==> config.mk <==
export PLATFORM = sky130hd
export DESIGN_NAME = packed_raw_pixel_unpacker_top
export DESIGN_NICKNAME = d
export VERILOG_FILES = /design/src/rtl/prpu_pkg.sv /design/src/rtl/prpu_unpack.sv /design/src/rtl/prpu_fifo.sv /design/src/rtl/packed_raw_pixel_unpacker_top.sv
export SDC_FILE = /design/constraint.sdc
export NUM_CORES = 1
export LEC_CHECK = 0
export ABC_AREA = 1
export BUFFER_PORTS_ARGS = -buffer_cell sky130_fd_sc_hd__buf_2
export CAP_MARGIN = 20
export CORE_ASPECT_RATIO = 1.75
export CORE_UTILIZATION = 25
export DETAILED_ROUTE_END_ITERATION = 12
export GPL_TIMING_DRIVEN = 0
export HOLD_SLACK_MARGIN = 0.05
export PLACE_DENSITY = 0.4
export SYNTH_ARGS = -nofsm -noshare
export SYNTH_HDL_FRONTEND = slang
export SYNTH_SLANG_ARGS = --single-unit
==> constraint.sdc <==
create_clock -name clk -period 4.8 [get_ports clk]
set_input_delay 0 -clock clk [delete_from_list [all_inputs] [get_ports clk]]
set_output_delay 0 -clock clk [all_outputs]
set_load 0.005 [all_outputs]
==> src/rtl/prpu_pkg.sv <==
`default_nettype none

package prpu_pkg;

    localparam int WORD_W    = 16;
    localparam int PIX14_W   = 14;
    localparam int PIX_W     = 17;
    localparam int CFG_IDX_W = 2;

    localparam int FIFO_DEPTH = 4;
    localparam int FIFO_PTR_W = 2;
    localparam int FIFO_CNT_W = 3;

    localparam logic [CFG_IDX_W-1:0] CFG_BLACK_LEVEL = 2'd0;
    localparam logic [CFG_IDX_W-1:0] CFG_SWAP_BYTES  = 2'd1;
    localparam logic [CFG_IDX_W-1:0] CFG_PLAIN_MODE  = 2'd2;
    localparam logic [CFG_IDX_W-1:0] CFG_BLACK_ADJ   = 2'd3;

    localparam logic [WORD_W-1:0] BLACK_RESET  = 16'd2000;
    localparam logic [PIX_W-1:0]  BLACK_OFFSET = 17'd15;

    typedef struct packed {
        logic [WORD_W-1:0] black_level;
        logic              swap_bytes;
        logic              plain_16bit_mode;
        logic              black_adjust_on;
    } cfg_t;

    typedef struct packed {
        logic [PIX_W-1:0] value;
        logic             masked;
        logic             last;
    } pixel_t;

endpackage

`default_nettype wire

==> src/rtl/prpu_unpack.sv <==
`default_nettype none

module prpu_unpack (
    input  wire logic                          clk,
    input  wire logic                          rst_n,
    input  wire logic                          advance,
    input  wire logic [prpu_pkg::WORD_W-1:0]   word_in,
    input  wire logic                          frame_start,
    input  wire prpu_pkg::cfg_t                cfg,
    output prpu_pkg::pixel_t                   pix0,
    output prpu_pkg::pixel_t                   pix1,
    output logic                               two_pix
);

    // only the spare bits are kept; the low 16 bits of the accumulator are always zero
    logic [prpu_pkg::PIX14_W-1:0] acc_reg, acc_next;
    logic [3:0]                   spare_reg, spare_next;
    logic [prpu_pkg::PIX_W-1:0]   hist0_reg, hist0_next;
    logic [prpu_pkg::PIX_W-1:0]   hist1_reg, hist1_next;

    logic [prpu_pkg::PIX14_W-1:0] acc_eff;
    logic [3:0]                   spare_eff;
    logic [prpu_pkg::PIX_W-1:0]   h0_eff, h1_eff;
    logic [prpu_pkg::WORD_W-1:0]  word_sw;
    logic [4:0]                   sb_sum;
    logic [3:0]                   sb;
    logic [29:0]                  acc_or;
    logic [29:0]                  acc_sh;
    logic [prpu_pkg::PIX14_W-1:0] keep_mask;
    logic [prpu_pkg::WORD_W-1:0]  raw0, raw1;
    logic                         masked0, masked1;
    logic [prpu_pkg::PIX_W-1:0]   val0, val1;

    function automatic logic [prpu_pkg::PIX_W-1:0] adjust(
        input logic [prpu_pkg::WORD_W-1:0] raw,
        input logic [prpu_pkg::WORD_W-1:0] black,
        input logic                        adj_on
    );
        logic [prpu_pkg::PIX_W-1:0] res;
        if (!adj_on)
            res = {1'b0, raw};
        else if (raw > black)
            res = {1'b0, raw} - {1'b0, black} + prpu_pkg::BLACK_OFFSET;
        else
            res = prpu_pkg::BLACK_OFFSET;
        return res;
    endfunction

    always_comb
    begin
        acc_eff   = frame_start ? '0 : acc_reg;
        spare_eff = frame_start ? '0 : spare_reg;
        h0_eff    = frame_start ? '0 : hist0_reg;
        h1_eff    = frame_start ? '0 : hist1_reg;

        word_sw = cfg.swap_bytes ? {word_in[7:0], word_in[15:8]} : word_in;

        sb_sum    = {1'b0, spare_eff} + 5'd2;
        sb        = (sb_sum > 5'd14) ? 4'd14 : sb_sum[3:0];
        acc_or    = {acc_eff, word_sw};
        acc_sh    = acc_or >> sb;
        keep_mask = ~(14'h3FFF << sb);

        raw0    = cfg.plain_16bit_mode ? word_sw : {2'b00, acc_sh[13:0]};
        raw1    = {2'b00, word_sw[13:0]};
        two_pix = !cfg.plain_16bit_mode && (sb == 4'd14);

        masked0 = (raw0 == '0);
        val0    = masked0 ? h1_eff
                          : adjust(raw0, cfg.black_level, cfg.black_adjust_on);
        // second pixel: history has shifted once, so two places back is the old last pixel
        masked1 = (raw1 == '0);
        val1    = masked1 ? h0_eff
                          : adjust(raw1, cfg.black_level, cfg.black_adjust_on);

        if (cfg.plain_16bit_mode)
        begin
            acc_next   = acc_eff;
            spare_next = spare_eff;
        end
        else if (two_pix)
        begin
            acc_next   = '0;
            spare_next = '0;
        end
        else
        begin
            acc_next   = word_sw[13:0] & keep_mask;
            spare_next = sb;
        end

        if (two_pix)
        begin
            hist0_next = val1;
            hist1_next = val0;
        end
        else
        begin
            hist0_next = val0;
            hist1_next = h0_eff;
        end

        pix0.value  = val0;
        pix0.masked = masked0;
        pix0.last   = !two_pix;
        pix1.value  = val1;
        pix1.masked = masked1;
        pix1.last   = 1'b1;
    end

    always_ff @(posedge clk or negedge rst_n)
    begin
        if (!rst_n)
        begin
            acc_reg   <= '0;
            spare_reg <= '0;
            hist0_reg <= '0;
            hist1_reg <= '0;
        end
        else if (advance)
        begin
            acc_reg   <= acc_next;
            spare_reg <= spare_next;
            hist0_reg <= hist0_next;
            hist1_reg <= hist1_next;
        end
    end

    a_spare_even : assert property (@(posedge clk) disable iff (!rst_n)
        (spare_reg[0] == 1'b0) && (spare_reg <= 4'd12))
        else $error("spare bit count left the packing cycle");

    a_acc_fits : assert property (@(posedge clk) disable iff (!rst_n)
        ((acc_reg >> spare_reg) == '0))
        else $error("accumulator holds bits above spare count");

    a_two_after_group : assert property (@(posedge clk) disable iff (!rst_n)
        (advance && two_pix) |=> (spare_reg == '0) && (acc_reg == '0))
        else $error("group end did not clear accumulator");

endmodule

`default_nettype wire

==> src/rtl/prpu_fifo.sv <==
`default_nettype none

module prpu_fifo (
    input  wire logic              clk,
    input  wire logic              rst_n,
    input  wire logic              push0,
    input  wire logic              push1,
    input  wire prpu_pkg::pixel_t  din0,
    input  wire prpu_pkg::pixel_t  din1,
    input  wire logic              pop,
    output prpu_pkg::pixel_t       dout,
    output logic                   not_empty,
    output logic                   room2
);

    prpu_pkg::pixel_t                mem_reg [prpu_pkg::FIFO_DEPTH];
    logic [prpu_pkg::FIFO_PTR_W-1:0] wr_ptr_reg, wr_ptr_next;
    logic [prpu_pkg::FIFO_PTR_W-1:0] rd_ptr_reg, rd_ptr_next;
    logic [prpu_pkg::FIFO_CNT_W-1:0] count_reg, count_next;
    logic [prpu_pkg::FIFO_PTR_W-1:0] wr_ptr_p1;
    logic [prpu_pkg::FIFO_CNT_W-1:0] n_push;
    logic [prpu_pkg::FIFO_CNT_W-1:0] count_after_pop;

    always_comb
    begin
        not_empty       = (count_reg != '0);
        dout            = mem_reg[rd_ptr_reg];
        count_after_pop = count_reg - {{(prpu_pkg::FIFO_CNT_W-1){1'b0}}, pop};
        room2           = (count_after_pop
                           <= prpu_pkg::FIFO_CNT_W'(prpu_pkg::FIFO_DEPTH - 2));
        wr_ptr_p1       = wr_ptr_reg + 1'b1;
        n_push          = {{(prpu_pkg::FIFO_CNT_W-1){1'b0}}, push0}
                        + {{(prpu_pkg::FIFO_CNT_W-1){1'b0}}, push1};
        wr_ptr_next     = wr_ptr_reg + n_push[prpu_pkg::FIFO_PTR_W-1:0];
        rd_ptr_next     = rd_ptr_reg + {{(prpu_pkg::FIFO_PTR_W-1){1'b0}}, pop};
        count_next      = count_after_pop + n_push;
    end

    always_ff @(posedge clk or negedge rst_n)
    begin
        if (!rst_n)
        begin
            wr_ptr_reg <= '0;
            rd_ptr_reg <= '0;
            count_reg  <= '0;
        end
        else
        begin
            wr_ptr_reg <= wr_ptr_next;
            rd_ptr_reg <= rd_ptr_next;
            count_reg  <= count_next;
        end
    end

    always_ff @(posedge clk)
    begin
        if (push0)
            mem_reg[wr_ptr_reg] <= din0;
        if (push1)
            mem_reg[wr_ptr_p1] <= din1;
    end

    a_count_bound : assert property (@(posedge clk) disable iff (!rst_n)
        count_reg <= prpu_pkg::FIFO_CNT_W'(prpu_pkg::FIFO_DEPTH))
        else $error("result queue overfilled");

    a_push_order : assert property (@(posedge clk) disable iff (!rst_n)
        push1 |-> (push0 && room2))
        else $error("second push without first or without room");

    a_no_underflow : assert property (@(posedge clk) disable iff (!rst_n)
        pop |-> not_empty)
        else $error("pop from empty result queue");

endmodule

`default_nettype wire

==> src/rtl/packed_raw_pixel_unpacker_top.sv <==
`default_nettype none

// Raw sensor word unpacker. Each accepted 16-bit word (optionally byte swapped)
// is held in an input register, then unpacked, dead-pixel patched and black
// adjusted in a single pass into a four-entry result queue. A word is accepted
// every cycle while the queue can take two pixels; results leave at one pixel
// per cycle while out_stall is low, so in packed 14-bit mode seven words give
// eight pixels and the sustained input rate is set by the result port (one
// word per cycle in plain 16-bit mode). The first pixel of a word is offered
// on the result port once the word has passed the input register into the
// result queue. frame_start clears the bit accumulator and pixel history
// before its word is used. Configuration writes are always ready and take
// effect on words processed after the write.

module packed_raw_pixel_unpacker_top (
    input  wire logic                              clk,
    input  wire logic                              rst_n,
    input  wire logic                              in_valid,
    output logic                                   in_stall,
    input  wire logic [prpu_pkg::WORD_W-1:0]       data_word,
    input  wire logic                              frame_start,
    output logic                                   out_valid,
    input  wire logic                              out_stall,
    output logic [prpu_pkg::PIX_W-1:0]             pixel_value,
    output logic                                   pixel_was_masked,
    output logic                                   last_of_word,
    input  wire logic                              cfg_valid,
    output logic                                   cfg_ready,
    input  wire logic [prpu_pkg::CFG_IDX_W-1:0]    cfg_index,
    input  wire logic [prpu_pkg::WORD_W-1:0]       cfg_data
);

    prpu_pkg::cfg_t              cfg_reg;
    logic                        s1_valid_reg;
    logic [prpu_pkg::WORD_W-1:0] s1_word_reg;
    logic                        s1_fs_reg;
    logic                        in_xfer;
    logic                        advance;
    logic                        room2;
    logic                        two_pix;
    logic                        pop;
    prpu_pkg::pixel_t            pix0, pix1, q_out;

    assign cfg_ready = 1'b1;
    assign advance   = s1_valid_reg && room2;
    assign in_stall  = s1_valid_reg && !room2;
    assign in_xfer   = in_valid && !in_stall;
    assign pop       = out_valid && !out_stall;

    always_ff @(posedge clk or negedge rst_n)
    begin
        if (!rst_n)
        begin
            cfg_reg.black_level      <= prpu_pkg::BLACK_RESET;
            cfg_reg.swap_bytes       <= 1'b0;
            cfg_reg.plain_16bit_mode <= 1'b0;
            cfg_reg.black_adjust_on  <= 1'b1;
        end
        else if (cfg_valid && cfg_ready)
        begin
            case (cfg_index)
                prpu_pkg::CFG_BLACK_LEVEL: cfg_reg.black_level      <= cfg_data;
                prpu_pkg::CFG_SWAP_BYTES:  cfg_reg.swap_bytes       <= cfg_data[0];
                prpu_pkg::CFG_PLAIN_MODE:  cfg_reg.plain_16bit_mode <= cfg_data[0];
                prpu_pkg::CFG_BLACK_ADJ:   cfg_reg.black_adjust_on  <= cfg_data[0];
                default: ;
            endcase
        end
    end

    always_ff @(posedge clk or negedge rst_n)
    begin
        if (!rst_n)
            s1_valid_reg <= 1'b0;
        else if (in_xfer)
            s1_valid_reg <= 1'b1;
        else if (advance)
            s1_valid_reg <= 1'b0;
    end

    always_ff @(posedge clk)
    begin
        if (in_xfer)
        begin
            s1_word_reg <= data_word;
            s1_fs_reg   <= frame_start;
        end
    end

    prpu_unpack u_unpack (
        .clk         (clk),
        .rst_n       (rst_n),
        .advance     (advance),
        .word_in     (s1_word_reg),
        .frame_start (s1_fs_reg),
        .cfg         (cfg_reg),
        .pix0        (pix0),
        .pix1        (pix1),
        .two_pix     (two_pix)
    );

    prpu_fifo u_fifo (
        .clk       (clk),
        .rst_n     (rst_n),
        .push0     (advance),
        .push1     (advance && two_pix),
        .din0      (pix0),
        .din1      (pix1),
        .pop       (pop),
        .dout      (q_out),
        .not_empty (out_valid),
        .room2     (room2)
    );

    assign pixel_value      = q_out.value;
    assign pixel_was_masked = q_out.masked;
    assign last_of_word     = q_out.last;

endmodule

`default_nettype wire
==> reports/results.txt <==
The count of input and output buffers is 60, and the number of nets still failing antenna checks after routing is 0. The DRC violation total after the first TritonRoute iteration was 596. The detailed router placed 12500 vias in this run. The first global-routing pass estimated 78300 µm of wire. The flip-flop count of the largest register after layout was 76. In this run the clock root is driven by a clkbuf_16. The die is 300 µm tall.

Dividing the detail-routed wire length by the instance count gives 20.7 µm. In the post-synthesis netlist, the biggest area contributors are edfxtp_1 21%, nand2_1 16%, dfrtp_1 14%, ha_1 6.7%, inv_1 5.2%. Averaged over all synthesized cells, the footprint is 7.27 µm². The kind of end point of the critical path is a flip-flop.

The final period demand of the worst path is 4.65 ns. The type of the tightest min-delay check is input port to asynchronous set/reset pin. Worst reg-to-reg path cell count: 24.

The tool flagged a number of max-cap violations equal to 0. Sequential cells account for 21.0% of the total power. By startpoint and endpoint, the worst setup path is classified as flip-flop to flip-flop. 62 I/O pins were placed.

The initialized floorplan defines 108 standard-cell rows. The power share of the clock group is 14.4%, and the overall die area is 51500 µm². The number of nets in the synthesized netlist is 1862, and the number of levels the H-tree was split into is 4. Data arrives at the worst endpoint at 4.88 ns. TritonCTS built the clock tree. The initial utilization of the core area, before any placement, comes to 25.4%. The clock drives 171 sinks. The congestion estimate from routability-driven global placement came to 0.951.

Once layout is complete, the utilization of the core stands at 30.8%. Entering global routing, the biggest net connects 44 pins. The initial antenna violation count was 0; the net switching share of the total power was 54.2%.

Fill cells in the final layout number 5500. Area of the core: 49700 µm². Global routing finished with a remaining overflow of 0.

The area of combinational cells with multiple inputs was 7190 µm²; the worst supply voltage drop on vdd was 229 µV. The Yosys step of the flow raised 0 warnings. Dividing the final minimum period by the clock period gives 96.9%.

Registers take 4710 µm². The clock passes through at most 2 buffers. The tools report the startpoint class of the critical path as a flip-flop. The total power consumption of the routed design is 0.0108 W. After clock tree synthesis, the clock-pin slew on the worst setup and hold paths is 0.09 ns. Detailed placement ended at an HPWL of 41800 µm. The most used flip-flop cell after synthesis is edfxtp_1. Share of layout cells above drive strength 1: 13.4%. 0 antenna diodes ended up in the layout.

In this run the power density over the cells is 707 nW/µm². Along the worst path, the maximum fanout reaches 10. The run gives 0 as the number of slew-limit violations in the final report. The width of the die was 172 µm; the measured slew at the worst slew-check pin was 0.864 ns. In the layout the commonest cells are 537 x nand2_1, 172 x inv_1, 125 x nor2_1.

Cell internal power was estimated by the tool at 0.00497 W. After technology mapping, the gate count stands at 1740. The run gives 12600 as the number of global-route vias before repair. Combinational cells account for 64.6% of the total power. Setup violations remaining at the end of the flow were counted as 0. After detailed routing, the number of vias per cell comes to 4.88. The share of synthesized area in the top cell type comes to 21.1%.

The first detailed-routing pass ran for 5 iterations. Headroom to the max-slew limit came out at 42.2%. Derived from the worst setup path, the maximum achievable clock frequency is 215 MHz. Leakage power of the design: 6.94 nW.

Counting the buffers created by CTS gives 17. Clock skew on the completed layout was measured at 0.0154 ns. Setup repair after global routing could not meet its margin everywhere. The commonest non-fill, non-tap cell in the layout is nand2_1. The tools report the clock insertion delay at the later pin of the skew report as 0.47 ns.

For the post-detailed-routing wire length, the log shows 53000 µm. For this run, asynchronously set or reset flops after synthesis account for 45.6%. The net count of the finished layout is 2005.

The number of distinct library cells after synthesis was 59; the sequential share of the synthesized area was 37.3%. The synthesized netlist occupies a cell area of 12600 µm². The final hold violation count was 0; the sum of negative setup slack was 0 ns. In this run the power spent charging and discharging nets is 0.00588 W. The flow ran to the end, and the final reports show no timing, DRC or antenna violations. Once placement finished, the instance area stood at 13800 µm². After routing the design area is 15300 µm².

In this run, synthesis produced a sequential element count of 171. For this run, the total global-route usage over all layers was measured as 21.1%. The tightest hold path in the finished design has a slack of 0.101 ns. The largest total area in the synthesized netlist belongs to edfxtp_1. STA puts the critical path data required time at 5.03 ns.

After detailed routing, the number of remaining DRC violations is 0. The synthesis-to-layout area growth is 21.2%, and the number of synthesized flops with an enable pin is 89.
[power by group through the flow]
stage,Sequential (W),Clock (W),Combinational (W)
floorplan,0.00223,0,0.00418
global placement,0.00231,0,0.00656
detailed placement,0.00231,0,0.00660
CTS,0.00228,0.00159,0.00684
global route,0.00232,0.00164,0.00769
finish,0.00228,0.00156,0.00701
[path summary, 6_finish.rpt]
kind / startpoint / end / slack (ns)
worst min-delay path: rst_n / u_unpack.spare_reg[0] / 0.10
worst min register to register: u_fifo.mem_reg[1][0] / u_fifo.mem_reg[1][0] / 0.49
min in group clk: data_word[9] / s1_word_reg[9] / 0.24
max in group asynchronous: rst_n / cfg_reg[10] / 3.95
worst max-delay path: cfg_reg[2] / u_fifo.mem_reg[1][17] / 0.15
worst max register to register: cfg_reg[2] / u_fifo.mem_reg[1][17] / 0.15
[critical path, cell delays in order, from the launching register on]
cell      delay [ns]
dfrtp_1         0.38
buf_4           0.17
o21ai_2         0.39
buf_6           0.22
inv_1           0.17
o21ai_2         0.26
nand2_1         0.07
o21ai_1         0.13
nand2_1         0.10
nand3_1         0.10
nand2_1         0.07
nand2_1         0.11
ha_1            0.27
ha_1            0.24
fa_1            0.43
a21oi_2         0.22
o21bai_4        0.12
nand3_1         0.13
nand2_1         0.15
nand2_1         0.15
nand3_1         0.08
nand3_1         0.18
nand2_2         0.13
nand2_1         0.08
nand2_1         0.06
[routing by layer]
layer	routed length [µm]	vias to the layer above	global-route usage, %
met5	0	-	0
met2	28400	316	39.5
met4	3080	0	12.2
met3	1640	103	2.43
met1	19900	5970	22.1
li1	-	6076	-
[metrics by stage]
step | std cells | setup slack, ns
final | 2556 | 0.149
after global routing | 2556 | -0.123
after CTS | 2547 | -0.00432
after detailed placement | 2466 | -1.15
after global placement | 2460 | -1.45
after floorplan | 1740 | 0.954
[kinds of logic (layout without fill, tap and decap cells)]
logic type	count (synthesis)	in the layout	synth area share [%]
AND/OR/NAND/NOR	874	874	28.8
AO/OA/AOI/OAI	348	348	15.9
buffers and inverters	250	406	8.03
flip-flops	171	171	37.3
adder cells (fa/ha/maj)	82	82	8.94
XOR/XNOR	13	13	0.900
other	1	1	0.0297
multiplexers	1	1	0.0791
[layout make-up]
| cell class | instances | area share (%) |
|---|---|---|
| Multi-Input combinational cell | 1319 | 46.9 |
| Sequential cell | 171 | 30.7 |
| Timing Repair Buffer | 124 | 5.97 |
| Tap cell | 660 | 5.39 |
| Inverter | 184 | 4.56 |
| Clock buffer | 17 | 2.77 |
| Buffer | 66 | 2.24 |
| Clock inverter | 15 | 1.44 |
[Yosys cell counts, types with 7 or more instances]
| cell type | n |
|---|---|
| nand3_1 | 122 |
| dfstp_2 | 7 |
| nand2_2 | 15 |
| ha_1 | 68 |
| buf_2 | 15 |
| o211ai_1 | 14 |
| clkbuf_1 | 38 |
| o21ai_0 | 128 |
| nand4_1 | 11 |
| buf_4 | 7 |
| inv_2 | 7 |
| o21ai_1 | 25 |
| dfrtp_1 | 71 |
| nor2_2 | 8 |
| a21oi_1 | 92 |
| nor3_1 | 14 |
| inv_1 | 174 |
| edfxtp_1 | 89 |
| nand2_1 | 551 |
| xor2_1 | 10 |
| o22ai_1 | 31 |
| fa_1 | 14 |
| nor2_1 | 134 |
[timing repair]
item / in CTS / in global routing
gates resized for setup: 51 / 36
gates cloned: 0 / 0
pin swaps: 2 / 5
endpoints found under the setup margin: 187 / 141
hold endpoints to repair: 86 / 0
hold buffers: 46 / 0
buffers inserted: 3 / 9
Note: power is estimated with default switching activity, not from simulation.
